===== config.mk =====
export PLATFORM = sky130hd
export DESIGN_NAME = line_scan_stitch_addresser
export DESIGN_NICKNAME = d
export VERILOG_FILES = /design/src/sv/lssa_pkg.sv /design/src/sv/lssa_div.sv /design/src/sv/lssa_clip.sv /design/src/sv/line_scan_stitch_addresser.sv
export SDC_FILE = /design/constraint.sdc
export NUM_CORES = 1
export LEC_CHECK = 0
export BUFFER_PORTS_ARGS = -buffer_cell sky130_fd_sc_hd__buf_2
export CAP_MARGIN = 25
export CORE_UTILIZATION = 40
export CTS_BUF_LIST = sky130_fd_sc_hd__clkbuf_16
export DETAILED_ROUTE_END_ITERATION = 16
export HOLD_SLACK_MARGIN = 0.1
export PLACE_DENSITY = 0.55
export REMOVE_ABC_BUFFERS = 1
export SLEW_MARGIN = 20
export SYNTH_ARGS = -nofsm -noshare
export SYNTH_HDL_FRONTEND = slang
export SYNTH_SLANG_ARGS = --single-unit

===== constraint.sdc =====
create_clock -name i_clk -period 10.3 [get_ports i_clk]
set_clock_uncertainty 0.05 [all_clocks]
set_input_delay 0.515 -clock i_clk [delete_from_list [all_inputs] [get_ports i_clk]]
set_output_delay 0.515 -clock i_clk [all_outputs]
set_load 0.01 [all_outputs]

===== src/sv/lssa_pkg.sv =====
package lssa_pkg;

    localparam int STEP_W = 16;
    localparam int FILL_W = 7;
    localparam int DVS_W  = 6;
    localparam int ACC_W  = 32;
    localparam int OFS_W  = 34;
    localparam int COL_W  = 27;
    localparam int ROW_W  = 8;

    localparam logic [7:0] BASE_RESET = 8'd30;

    localparam logic OP_FRAME = 1'b0;
    localparam logic OP_ROW   = 1'b1;

    typedef logic signed [COL_W-1:0] t_col;

    typedef enum logic [2:0] {
        ST_IDLE,
        ST_DIV,
        ST_OFS,
        ST_COL,
        ST_CLIP,
        ST_OUT
    } t_state;

    typedef struct packed {
        logic              done;
        logic [STEP_W-1:0] quot;
        logic [DVS_W-1:0]  rem;
    } t_div_res;

    typedef struct packed {
        logic [7:0] pixel_count;
        logic [6:0] source_start;
        logic [7:0] dest_column;
    } t_desc;

endpackage


===== src/sv/lssa_div.sv =====
module lssa_div (
    input  logic                           i_clk,
    input  logic                           i_rst_n,
    input  logic                           i_start,
    input  logic [lssa_pkg::STEP_W-1:0]    i_dividend,
    input  logic [lssa_pkg::DVS_W-1:0]     i_divisor,
    output lssa_pkg::t_div_res             o_res
);

    logic                          r_busy, n_busy;
    logic                          r_done, n_done;
    logic [3:0]                    r_cnt, n_cnt;
    logic [lssa_pkg::STEP_W-1:0]   r_quot, n_quot;
    logic [lssa_pkg::DVS_W-1:0]    r_rem, n_rem;
    logic [lssa_pkg::DVS_W-1:0]    r_dvs, n_dvs;
    logic [lssa_pkg::DVS_W:0]      trial;

    always_comb begin
        n_busy = r_busy;
        n_done = 1'b0;
        n_cnt  = r_cnt;
        n_quot = r_quot;
        n_rem  = r_rem;
        n_dvs  = r_dvs;
        trial  = {r_rem, r_quot[lssa_pkg::STEP_W-1]};
        if (i_start) begin
            n_busy = 1'b1;
            n_cnt  = 4'd15;
            n_quot = i_dividend;
            n_rem  = '0;
            n_dvs  = i_divisor;
        end else if (r_busy) begin
            // restoring step, one quotient bit per cycle
            if (trial >= {1'b0, r_dvs}) begin
                n_rem  = lssa_pkg::DVS_W'(trial - {1'b0, r_dvs});
                n_quot = {r_quot[lssa_pkg::STEP_W-2:0], 1'b1};
            end else begin
                n_rem  = trial[lssa_pkg::DVS_W-1:0];
                n_quot = {r_quot[lssa_pkg::STEP_W-2:0], 1'b0};
            end
            n_cnt = r_cnt - 4'd1;
            if (r_cnt == 4'd0) begin
                n_busy = 1'b0;
                n_done = 1'b1;
            end
        end
    end

    always_ff @(posedge i_clk) begin
        if (!i_rst_n) begin
            r_busy <= 1'b0;
            r_done <= 1'b0;
            r_cnt  <= '0;
        end else begin
            r_busy <= n_busy;
            r_done <= n_done;
            r_cnt  <= n_cnt;
        end
        r_quot <= n_quot;
        r_rem  <= n_rem;
        r_dvs  <= n_dvs;
    end

    assign o_res.done = r_done;
    assign o_res.quot = r_quot;
    assign o_res.rem  = r_rem;

endmodule


===== src/sv/lssa_clip.sv =====
module lssa_clip #(
    parameter int IMAGE_WIDTH = 188,
    parameter int LINE_PIXELS = 128
) (
    input  lssa_pkg::t_col  i_col,
    output lssa_pkg::t_desc o_desc
);

    localparam lssa_pkg::t_col LP_S   = lssa_pkg::t_col'(LINE_PIXELS);
    localparam lssa_pkg::t_col NEG_LP = lssa_pkg::t_col'(-LINE_PIXELS);
    localparam lssa_pkg::t_col W_S    = lssa_pkg::t_col'(IMAGE_WIDTH);
    localparam lssa_pkg::t_col EDGE_S = lssa_pkg::t_col'(IMAGE_WIDTH - LINE_PIXELS);

    lssa_pkg::t_col len_left;
    lssa_pkg::t_col len_right;
    lssa_pkg::t_col neg_col;

    always_comb begin
        len_left  = LP_S + i_col;
        len_right = W_S - i_col;
        neg_col   = -i_col;
        o_desc    = '0;
        if (i_col < 0) begin
            // left clip
            if (i_col > NEG_LP) begin
                o_desc.source_start = neg_col[6:0];
                o_desc.pixel_count  = len_left[7:0];
            end
        end else if (i_col > EDGE_S) begin
            // right clip
            if (i_col < W_S) begin
                o_desc.dest_column = i_col[7:0];
                o_desc.pixel_count = len_right[7:0];
            end
        end else begin
            o_desc.dest_column = i_col[7:0];
            o_desc.pixel_count = 8'(LINE_PIXELS);
        end
    end

endmodule


===== src/sv/line_scan_stitch_addresser.sv =====
// Copy-descriptor generator for stitching line-scan rows into an image. A frame-start
// transaction (tuser 0) clears the sideways offset and the row pointer. A
// scan-row transaction (tuser 1) emits one descriptor per filled output row, up to
// MAX_FILL_ROWS, with its column shift interpolated across the row's sideways step and
// the copy clipped at both image edges; rows past IMAGE_HEIGHT are dropped. The input
// is not ready while a scan row is being worked on. A scan row first waits for the
// 16-step restoring divider that forms the interpolation step (not when it fills a
// single row), then each descriptor passes the offset add, column add, clip and output
// states, holding in output until the sink is ready; the block then returns to idle.
module line_scan_stitch_addresser #(
    parameter int IMAGE_WIDTH   = 188,
    parameter int IMAGE_HEIGHT  = 128,
    parameter int LINE_PIXELS   = 128,
    parameter int MAX_FILL_ROWS = 64
) (
    input  logic        i_clk,
    input  logic        i_rst_n,
    input  logic        i_cfg_we,
    input  logic [7:0]  i_cfg_wdata,   // base_column
    input  logic        s_axis_tvalid,
    output logic        s_axis_tready,
    input  logic [31:0] s_axis_tdata,  // forward_step [15:0], sideways_step [31:16]
    input  logic        s_axis_tuser,  // operation
    output logic        m_axis_tvalid,
    input  logic        m_axis_tready,
    output logic [31:0] m_axis_tdata,  // dest_row [6:0], dest_column [14:7],
                                       // source_start [21:15], pixel_count [29:22]
    output logic        m_axis_tlast   // last
);

    localparam int SW = lssa_pkg::STEP_W;
    localparam int FW = lssa_pkg::FILL_W;
    localparam int DW = lssa_pkg::DVS_W;

    lssa_pkg::t_state            r_state, n_state;
    logic [7:0]                  r_base;
    logic [lssa_pkg::ACC_W-1:0]  r_acc, n_acc;
    logic [lssa_pkg::ROW_W-1:0]  r_rowptr, n_rowptr;
    logic [SW-1:0]               r_side, n_side;
    logic [FW-1:0]               r_fill, n_fill;
    logic [FW-1:0]               r_k, n_k;
    logic [SW-1:0]               r_qs, n_qs;
    logic [DW-1:0]               r_rs, n_rs;
    logic [SW-1:0]               r_q, n_q;
    logic [DW-1:0]               r_r, n_r;
    logic [lssa_pkg::OFS_W-1:0]  r_offset, n_offset;
    lssa_pkg::t_col              r_col, n_col;
    logic                        r_valid, n_valid;
    logic [6:0]                  r_row_o, n_row_o;
    lssa_pkg::t_desc             r_desc, n_desc;
    logic                        r_last, n_last;

    logic [SW-1:0]               fwd;
    logic [SW-1:0]               side_in;
    logic [7:0]                  fill_raw;
    logic [FW-1:0]               fill_in;
    logic                        in_accept;
    logic                        div_start;
    logic [SW-1:0]               div_dividend;
    logic [DW-1:0]               dvs;
    lssa_pkg::t_div_res          div_res;
    lssa_pkg::t_desc             clip_desc;
    logic [SW:0]                 interp;

    logic [lssa_pkg::COL_W-2:0]  floor_sh;
    logic                        corr;
    logic [DW:0]                 rsum;

    assign fwd       = s_axis_tdata[15:0];
    assign side_in   = s_axis_tdata[31:16];
    assign fill_raw  = fwd[14:7];
    assign in_accept = s_axis_tvalid && s_axis_tready;
    assign dvs       = DW'(r_fill - FW'(1));

    always_comb begin
        if (fwd[SW-1] || fill_raw == 8'd0) begin
            fill_in = FW'(1);
        end else if (fill_raw > 8'(MAX_FILL_ROWS)) begin
            fill_in = FW'(MAX_FILL_ROWS);
        end else begin
            fill_in = FW'(fill_raw);
        end
    end

    assign div_start    = (r_state == lssa_pkg::ST_IDLE) && in_accept &&
                          (s_axis_tuser == lssa_pkg::OP_ROW) && (fill_in != FW'(1));
    assign div_dividend = side_in[SW-1] ? SW'(~side_in + SW'(1)) : side_in;

    lssa_div u_div (
        .i_clk      (i_clk),
        .i_rst_n    (i_rst_n),
        .i_start    (div_start),
        .i_dividend (div_dividend),
        .i_divisor  (DW'(fill_in - FW'(1))),
        .o_res      (div_res)
    );

    lssa_clip #(
        .IMAGE_WIDTH (IMAGE_WIDTH),
        .LINE_PIXELS (LINE_PIXELS)
    ) u_clip (
        .i_col  (r_col),
        .o_desc (clip_desc)
    );

    always_comb begin
        n_state  = r_state;
        n_acc    = r_acc;
        n_rowptr = r_rowptr;
        n_side   = r_side;
        n_fill   = r_fill;
        n_k      = r_k;
        n_qs     = r_qs;
        n_rs     = r_rs;
        n_q      = r_q;
        n_r      = r_r;
        n_offset = r_offset;
        n_col    = r_col;
        n_valid  = r_valid;
        n_row_o  = r_row_o;
        n_desc   = r_desc;
        n_last   = r_last;
        interp   = r_side[SW-1] ? (SW+1)'(-{1'b0, r_q}) : {1'b0, r_q};
        floor_sh = r_offset[lssa_pkg::OFS_W-1:8];
        corr     = r_offset[lssa_pkg::OFS_W-1] && (r_offset[7:0] != 8'd0);
        rsum     = {1'b0, r_r} + {1'b0, r_rs};
        case (r_state)
            lssa_pkg::ST_IDLE: begin
                if (in_accept) begin
                    if (s_axis_tuser == lssa_pkg::OP_FRAME) begin
                        n_acc    = '0;
                        n_rowptr = '0;
                    end else begin
                        n_side  = side_in;
                        n_fill  = fill_in;
                        n_state = lssa_pkg::ST_DIV;
                    end
                end
            end
            lssa_pkg::ST_DIV: begin
                if (r_fill == FW'(1) || div_res.done) begin
                    n_qs = (r_fill == FW'(1)) ? '0 : div_res.quot;
                    n_rs = (r_fill == FW'(1)) ? '0 : div_res.rem;
                    n_q  = '0;
                    n_r  = '0;
                    n_k  = '0;
                    if (r_rowptr < 8'(IMAGE_HEIGHT)) begin
                        n_state = lssa_pkg::ST_OFS;
                    end else begin
                        // image full: only the offset moves on
                        n_acc   = r_acc + {{(lssa_pkg::ACC_W-SW){r_side[SW-1]}}, r_side};
                        n_state = lssa_pkg::ST_IDLE;
                    end
                end
            end
            lssa_pkg::ST_OFS: begin
                n_offset = {{2{r_acc[lssa_pkg::ACC_W-1]}}, r_acc} +
                           {{(lssa_pkg::OFS_W-SW-1){interp[SW]}}, interp};
                n_state  = lssa_pkg::ST_COL;
            end
            lssa_pkg::ST_COL: begin
                // base - trunc(offset / 256) as one add with carry in
                n_col   = lssa_pkg::t_col'({{(lssa_pkg::COL_W-8){1'b0}}, r_base}) +
                          lssa_pkg::t_col'(~{floor_sh[lssa_pkg::COL_W-2], floor_sh}) +
                          lssa_pkg::t_col'({{(lssa_pkg::COL_W-1){1'b0}}, !corr});
                n_state = lssa_pkg::ST_CLIP;
            end
            lssa_pkg::ST_CLIP: begin
                n_desc  = clip_desc;
                n_row_o = r_rowptr[6:0];
                n_last  = (r_k == FW'(r_fill - FW'(1))) ||
                          (r_rowptr == 8'(IMAGE_HEIGHT - 1));
                n_valid = 1'b1;
                n_state = lssa_pkg::ST_OUT;
            end
            lssa_pkg::ST_OUT: begin
                if (m_axis_tready) begin
                    n_valid  = 1'b0;
                    n_rowptr = r_rowptr + 8'd1;
                    n_k      = r_k + FW'(1);
                    if (rsum >= {1'b0, dvs}) begin
                        n_r = DW'(rsum - {1'b0, dvs});
                        n_q = r_q + r_qs + SW'(1);
                    end else begin
                        n_r = rsum[DW-1:0];
                        n_q = r_q + r_qs;
                    end
                    if (r_last) begin
                        n_acc   = r_acc + {{(lssa_pkg::ACC_W-SW){r_side[SW-1]}}, r_side};
                        n_state = lssa_pkg::ST_IDLE;
                    end else begin
                        n_state = lssa_pkg::ST_OFS;
                    end
                end
            end
            default: begin
                n_state = lssa_pkg::ST_IDLE;
            end
        endcase
    end

    always_ff @(posedge i_clk) begin
        if (!i_rst_n) begin
            r_state <= lssa_pkg::ST_IDLE;
        end else begin
            r_state <= n_state;
        end
    end

    always_ff @(posedge i_clk) begin
        if (!i_rst_n) begin
            r_base   <= lssa_pkg::BASE_RESET;
            r_acc    <= '0;
            r_rowptr <= '0;
            r_valid  <= 1'b0;
        end else begin
            if (i_cfg_we) begin
                r_base <= i_cfg_wdata;
            end
            r_acc    <= n_acc;
            r_rowptr <= n_rowptr;
            r_valid  <= n_valid;
        end
        r_side   <= n_side;
        r_fill   <= n_fill;
        r_k      <= n_k;
        r_qs     <= n_qs;
        r_rs     <= n_rs;
        r_q      <= n_q;
        r_r      <= n_r;
        r_offset <= n_offset;
        r_col    <= n_col;
        r_row_o  <= n_row_o;
        r_desc   <= n_desc;
        r_last   <= n_last;
    end

    assign s_axis_tready = (r_state == lssa_pkg::ST_IDLE);
    assign m_axis_tvalid = r_valid;
    assign m_axis_tdata  = {2'b00, r_desc.pixel_count, r_desc.source_start,
                            r_desc.dest_column, r_row_o};
    assign m_axis_tlast  = r_last;

    a_ready_excl: assert property (@(posedge i_clk) disable iff (!i_rst_n)
        s_axis_tready |-> !m_axis_tvalid)
        else $error("input ready while a descriptor is pending");

    a_row_in_image: assert property (@(posedge i_clk) disable iff (!i_rst_n)
        m_axis_tvalid |-> (r_rowptr < 8'(IMAGE_HEIGHT)))
        else $error("descriptor for a row past the image height");

    a_len_bound: assert property (@(posedge i_clk) disable iff (!i_rst_n)
        m_axis_tvalid |-> (r_desc.pixel_count <= 8'(LINE_PIXELS)))
        else $error("copy length exceeds the scan row");

    a_frame_clear: assert property (@(posedge i_clk) disable iff (!i_rst_n)
        (in_accept && s_axis_tuser == lssa_pkg::OP_FRAME) |=>
        (r_rowptr == '0 && r_acc == '0))
        else $error("frame start did not clear the state");

endmodule

======== After elaboration in Yosys (flattened, before gate mapping) ========
Index checks and enable logic that the tools add are counted.
W data, S select, Z words.
operators by class
  $add $sub $neg .......................... 19
  magnitude comparators ................... 8
  equality and inequality tests ........... 16
  muxes and demuxes ....................... 51
  bitwise operators ....................... 4
  reduce and logical (&&, ||, !) cells .... 27
operator list
  operator                 number
  $mux W32                 6
  $mux W16                 6
  $pmux W32 S3             1
  $mux W8                  8
  $add A32 B17 Y33         1
  $add A16 B1 Y16 const B  2
  $add A32 B32 Y32         1
  $pmux W16 S2             1
  $mux W7                  4
  $add A27 B2 Y27          1
  $add A9 B27 Y27          1
  $gt A27 B7 Y1 const B    1
  $gt A27 B8 Y1 const B    1
  $lt A27 B1 Y1 const B    1
  $lt A27 B9 Y1 const B    1
  $not A27 Y27             1
  $mux W6                  4
  $pmux W3 S6              1
  $mux W17                 1
  $neg A16 Y17             1
  $add A16 B16 Y16         1
  $not A16 Y16             1
  $pmux W8 S2              1
  $mux W15                 1
  other kinds (44)         77
word-level totals
  register bits ........................... 252
  input bits .............................. 46
  output and inout bits ................... 35
  word-level logic and storage cells ...... 150

======== Longest topological paths before layout ========
  depth after elaboration ................. 6
  depth in mapped cells ................... 19
  gate-level depth less buffers ........... 19

======== Cells and area by module ========
From an unflattened synthesis, not the netlist that was laid out.
second synthesis, totals
  cells, all modules ...................... 1571
  area total of the unflattened synthesis .. 15886.5 µm²
modules (own cells, without submodules)
  module                      times used  cells an instance  area each (µm²)  sequential area each (µm²)
  line_scan_stitch_addresser  1           1344               13638.1          5995.8
  lssa_div                    1           142                1710.4           900.9
  lssa_clip                   1           85                 538.0            0.0

======== Worst setup path after synthesis ========
OpenSTA, ideal clock, no wires.
  path type ............................... register -> register
  from .................................... reg r_q[1]
  to ...................................... reg r_offset[29] (netlist name) (data pin)
  library setup time ...................... 260 ps
  data arrival time ....................... 4073 ps
  required time ........................... 9990 ps
  slack ................................... 5917 ps
  stages on the path, launching flop included .. 18
  buffers on the path ..................... 0
  clock period less this slack ............ 4383 ps
  path through ............................ edfxtp_1 > inv_1 > ha_1 > nand2_1 > o31ai_1 > nand2_1 > o31ai_1 > nand2_1 > ha_1 > a21o_1 > a21o_1 > a21oi_1 > o311ai_0 > nor3_1 > a2111oi_0 > or3_1 > a21oi_1 > xnor2_1
on the way
  cells in the longest elaborated chain, start to end .. 3
ends and longest elaborated chain
  element                 RTL line                           text
  start, declared         line_scan_stitch_addresser.sv:44   logic [SW-1:0] r_q, n_q;
  start signal, assigned  line_scan_stitch_addresser.sv:229  r_q <= n_q;
  $neg A16 Y17            line_scan_stitch_addresser.sv:123  interp = r_side[SW-1] ? (SW+1)'(-{1'b0, r_q}) : {1'b0, r_q};
  $mux W17 (*)            line_scan_stitch_addresser.sv:123
  $add A32 B17 Y33 (*)    line_scan_stitch_addresser.sv:157  n_offset = {{2{r_acc[lssa_pkg::ACC_W-1]}}, r_acc} +
  end signal, assigned    line_scan_stitch_addresser.sv:231  r_offset <= n_offset;
  end, declared           line_scan_stitch_addresser.sv:46   logic [lssa_pkg::OFS_W-1:0] r_offset, n_offset;
Mark *: on every way between the ends. The rest lies on a longest branch, timed or not.
A chain may end at the register's enable or synchronous reset.

======== Worst setup path in the final report ========
  from .................................... reg r_q[1]
  to ...................................... reg r_offset[31] (netlist name) (data pin)
The elaborated chain is that of the path after synthesis.

==> out/results.md <==
| Parameter | Reported |
| --- | --- |
| Result of the run | completed |
| Top flip-flop cell by instance count after synthesis | edfxtp_1 |
| Initial core utilization | 40.7% |
| Cells on worst reg2reg path | 17 |
| Required arrival time at the worst endpoint | 10550 ps |
| Kind of end point of the critical path | flop |
| Final TNS setup | 0 ps |
| Clock buffers created by TritonCTS | 29 |
| Synth-to-layout area growth | 12.3% |
| Antenna violations before repair | 0 |
| Layout Cell Area excl Fill | 17800 um2 |
| Overflow left after global routing | 0 |
| Worst setup path category | flop to flop |
| H-tree depth | 1 |
| Lkg Pwr | 7.09 nW |
| Post-Route WL | 35300 um |
| Power dissipated by switching net loads | 0.966 mW |
| Minimum clock period | 5590 ps |
| Routed wire per std cell | 15.9 um |
| Post-detailed-placement half-perimeter wirelength | 26800 um |
| Total number of vias | 11700 |
| Final Hold Violating Endpoints | 0 |
| Worst reg2reg setup slack | 4710 ps |
| Share of post-route cells with drive strength above 1 | 9.13% |
| Count of max-cap constraint violations | 0 |
| Number of buffers on the longest clock path | 3 |
| Cell Area, Synth | 15900 um2 |
| Final estimated routing congestion in global placement | 0.906 |
| Area share of the largest cell type after synthesis | 35.4% |
| # nets final | 1856 |
| Max rail drop VDD | 0.126 mV |
| Cell type of the slowest stage on the worst timing path | a2111oi_0 |
| Residual DRC count | 0 |
| Number of sinks handled by clock tree synthesis | 251 |
| Drt pass-1 iters | 4 |
| Number of distinct library cell variants in the gate-level netlist after synthesis | 83 |
| Via count of the first global-routing pass | 11300 |
| Max stage delay on crit path | 670 ps |
| Critical path launch point type | flop |
| Setup repair after global routing missed its margin | no |
| CTS tree | yes |
| Beginning of the critical path | r_q[1] |
| Internal power | 2.13 mW |
| Top achievable clock speed | 179 MHz |
| Filler cell count | 3730 |
| Worst min path class | primary input to flop |
| Slew of the pin with the lowest slew margin | 965 ps |
| Top-level port count | 81 |
| Row cnt | 72 |
| Power density relative to cell area | 174 nW/um2 |
| RR Startpoint | r_q[1] |
| Post-cts resize count | 0 |
| Top library cells by usage in the layout, fill and taps aside | edfxtp_1 (187), nor2_1 (150), nand2_1 (124), a21oi_1 (122), ha_1 (116) |
| Final setup vio count | 0 |
| Share of the yosys chip area belonging to registers | 43.5% |
| Yosys Warn Count | 0 |
| Area of the placeable core | 38900 um2 |
| Fraction of power consumed by sequential logic | 41.6% |
| Die Area | 40400 um2 |
| Clock latency on the worst-skew pair | 570 ps |
| Worst rel slew slack | 35.6% |
| #FFs+latches synth | 251 |
| Cell types occupying the most area after synthesis | edfxtp_1 (35%), ha_1 (9.2%), dfxtp_1 (8.1%) |
| Maximum number of pins on one net before global-route repair | 46 |
| Final antenna-violating net count | 0 |
| Most frequent CP cell | nand2_1 |
| Gate Count Post-Synth | 1609 |
| Clock power share | 32.4% |
| Number of enable flip-flop cells after synthesis | 187 |
| Die Height | 201 um |
| Switch share | 31.2% |
| Critical path capture point | r_offset[31] |
| End of the worst register-to-register path | r_offset[31] |
| Synthesized area per cell | 9.86 um2 |
| Cells traversed along the worst timing path | inv_1 > ha_1 > nand2_1 > o31ai_1 > nand2_1 > o31ai_1 > nand2_1 > ha_1 > a21o_1 > a21o_1 > a21oi_1 > o311ai_0 > nor3_1 > a2111oi_0 > nor2_1 > o21ai_0 > xor2_1 |
| Drt first-iter violations | 581 |
| Buffers inserted by post-CTS timing repair | 0 |
| Crit path max fanout | 16 |
| Critical path data arrival time | 5840 ps |
| Routed via count divided by cell count | 5.27 |
| Horizontal die dimension | 201 um |
| Fraction of registers with async set or reset after synthesis | 0% |
| CTS Root Buffer Type | clkbuf_16 |
| Total of buffers placed on input and output ports | 71 |
| Post-place instance area | 16800 um2 |
| Global-route total usage across every layer | 17.5% |
| Antenna fix cells | 0 |
| Cell taking the most area after synthesis | edfxtp_1 |
| First-pass GRT wire length | 57800 um |
| Combinational power share | 26.0% |
| Clock slew at reported path FFs | 60 ps |
| Most common library cell in the layout ignoring fill and taps | edfxtp_1 |
| Number of pins exceeding their max-slew limit in the final report | 0 |
| Part of the cycle the worst path needs | 54.2% |
==> critical path, delay by kind of cell (launching register included) <==
family	cells	cell delay, ps
buf+inv	1	160
compound gates	8	2740
flops	1	450
xor+xnor	1	100
fa+ha+maj	2	770
simple gates	5	1050
==> layer usage <==
metal / vias to the layer above / part of all wire [%] / global-route usage (%)
met5: - / 0 / 0
met4: 0 / 1.7 / 4.33
met3: 41 / 3.8 / 2.19
met2: 193 / 46 / 28.9
met1: 5489 / 49 / 24.2
li1: 6010 / - / -
==> what timing repair did <==
item | in CTS | in global routing
setup endpoints to repair | 0 | 0
hold buffers | 7 | 0
hold endpoints to repair | 7 | 0
==> worst min path at each step <==
stage                             to  depth (start not counted)             start  slack [ps]
after global placement      r_acc[0]                          2          r_acc[0]         410
after global routing       r_side[6]                          1  s_axis_tdata[22]         120
after CTS                  r_side[2]                          1  s_axis_tdata[18]         100
after floorplan            r_base[2]                          2         r_base[2]         400
after detailed placement  r_row_o[6]                          0       r_rowptr[6]         420
final                     r_side[14]                          1  s_axis_tdata[30]         130
==> cell type report <==
cell class / instances / area (um2) / share of cell area [%]
multi-input cells: 1235 / 8520 / 47.8
repair buffers: 90 / 523 / 2.94
clock inverters: 24 / 196 / 1.10
inverters: 79 / 297 / 1.67
flip-flops and latches: 251 / 6900 / 38.7
clock buffers: 29 / 726 / 4.08
well taps: 518 / 648 / 3.64
==> power by group through the flow <==
| stage | clock (mW) | sequential [mW] | combinational (mW) |
|---|---|---|---|
| after floorplan | 0 | 1.29 | 0.598 |
| after global placement | 0 | 1.32 | 0.779 |
| after detailed placement | 0 | 1.32 | 0.786 |
| after CTS | 1.04 | 1.30 | 0.794 |
| after global routing | 1.07 | 1.30 | 0.907 |
| final | 1.00 | 1.29 | 0.804 |
==> sequential cells by signal (all words and copies together) (netlist names), 8 cells and up <==
register / cells
r_offset: 33
r_acc: 32
r_col: 27
m_axis_tdata: 23
r_q: 16
r_qs: 16
r_side: 16
u_div.r_quot: 16
r_base: 8
r_rowptr: 8
==> cells in the mapped netlist, types with 17 or more instances <==
master    count
and2_1       37
xor2_1       62
or3_1        23
a21o_1       44
nand2b_1     17
edfxtp_1    187
clkbuf_1     37
nand2_1     124
o21a_1       21
a21oi_1     122
nand3_1      38
nand4_1      17
mux2i_1      20
ha_1        116
inv_1        78
nor2_1      151
o31ai_1      17
and3_1       21
nor3_1       34
dfxtp_1      64
nor2b_1      18
xnor2_1     103
o21ai_0      69
==> metrics by stage <==
step | total power [mW] | hold slack (ps) | std cells | util, % | worst slack [ps]
floorplan | 1.89 | 397 | 1565 | - | 5410
global placement | 2.10 | 412 | 2165 | 43.2 | 4750
detailed placement | 2.11 | 425 | 2165 | 43.2 | 4730
CTS | 3.13 | 102 | 2225 | 45.7 | 4700
global route | 3.28 | 117 | 2226 | 45.7 | 4080
finish | 3.10 | 130 | 2226 | 45.7 | 4710
==> cells by family (layout without fill, tap and decap cells) <==
family	Yosys count	after routing	share of synthesized area (%)
AOI/OAI and AO/OA	382	382	15.6
buffers and inverters	124	222	2.99
DFF	251	251	43.5
adders and majority gates	124	124	10.2
xor gates and xnor gates	166	166	9.22
muxes	27	27	1.76
and+or+nand+nor	534	534	16.7
other	1	2	0.0236
Note: power is estimated with default switching activity, not from simulation.
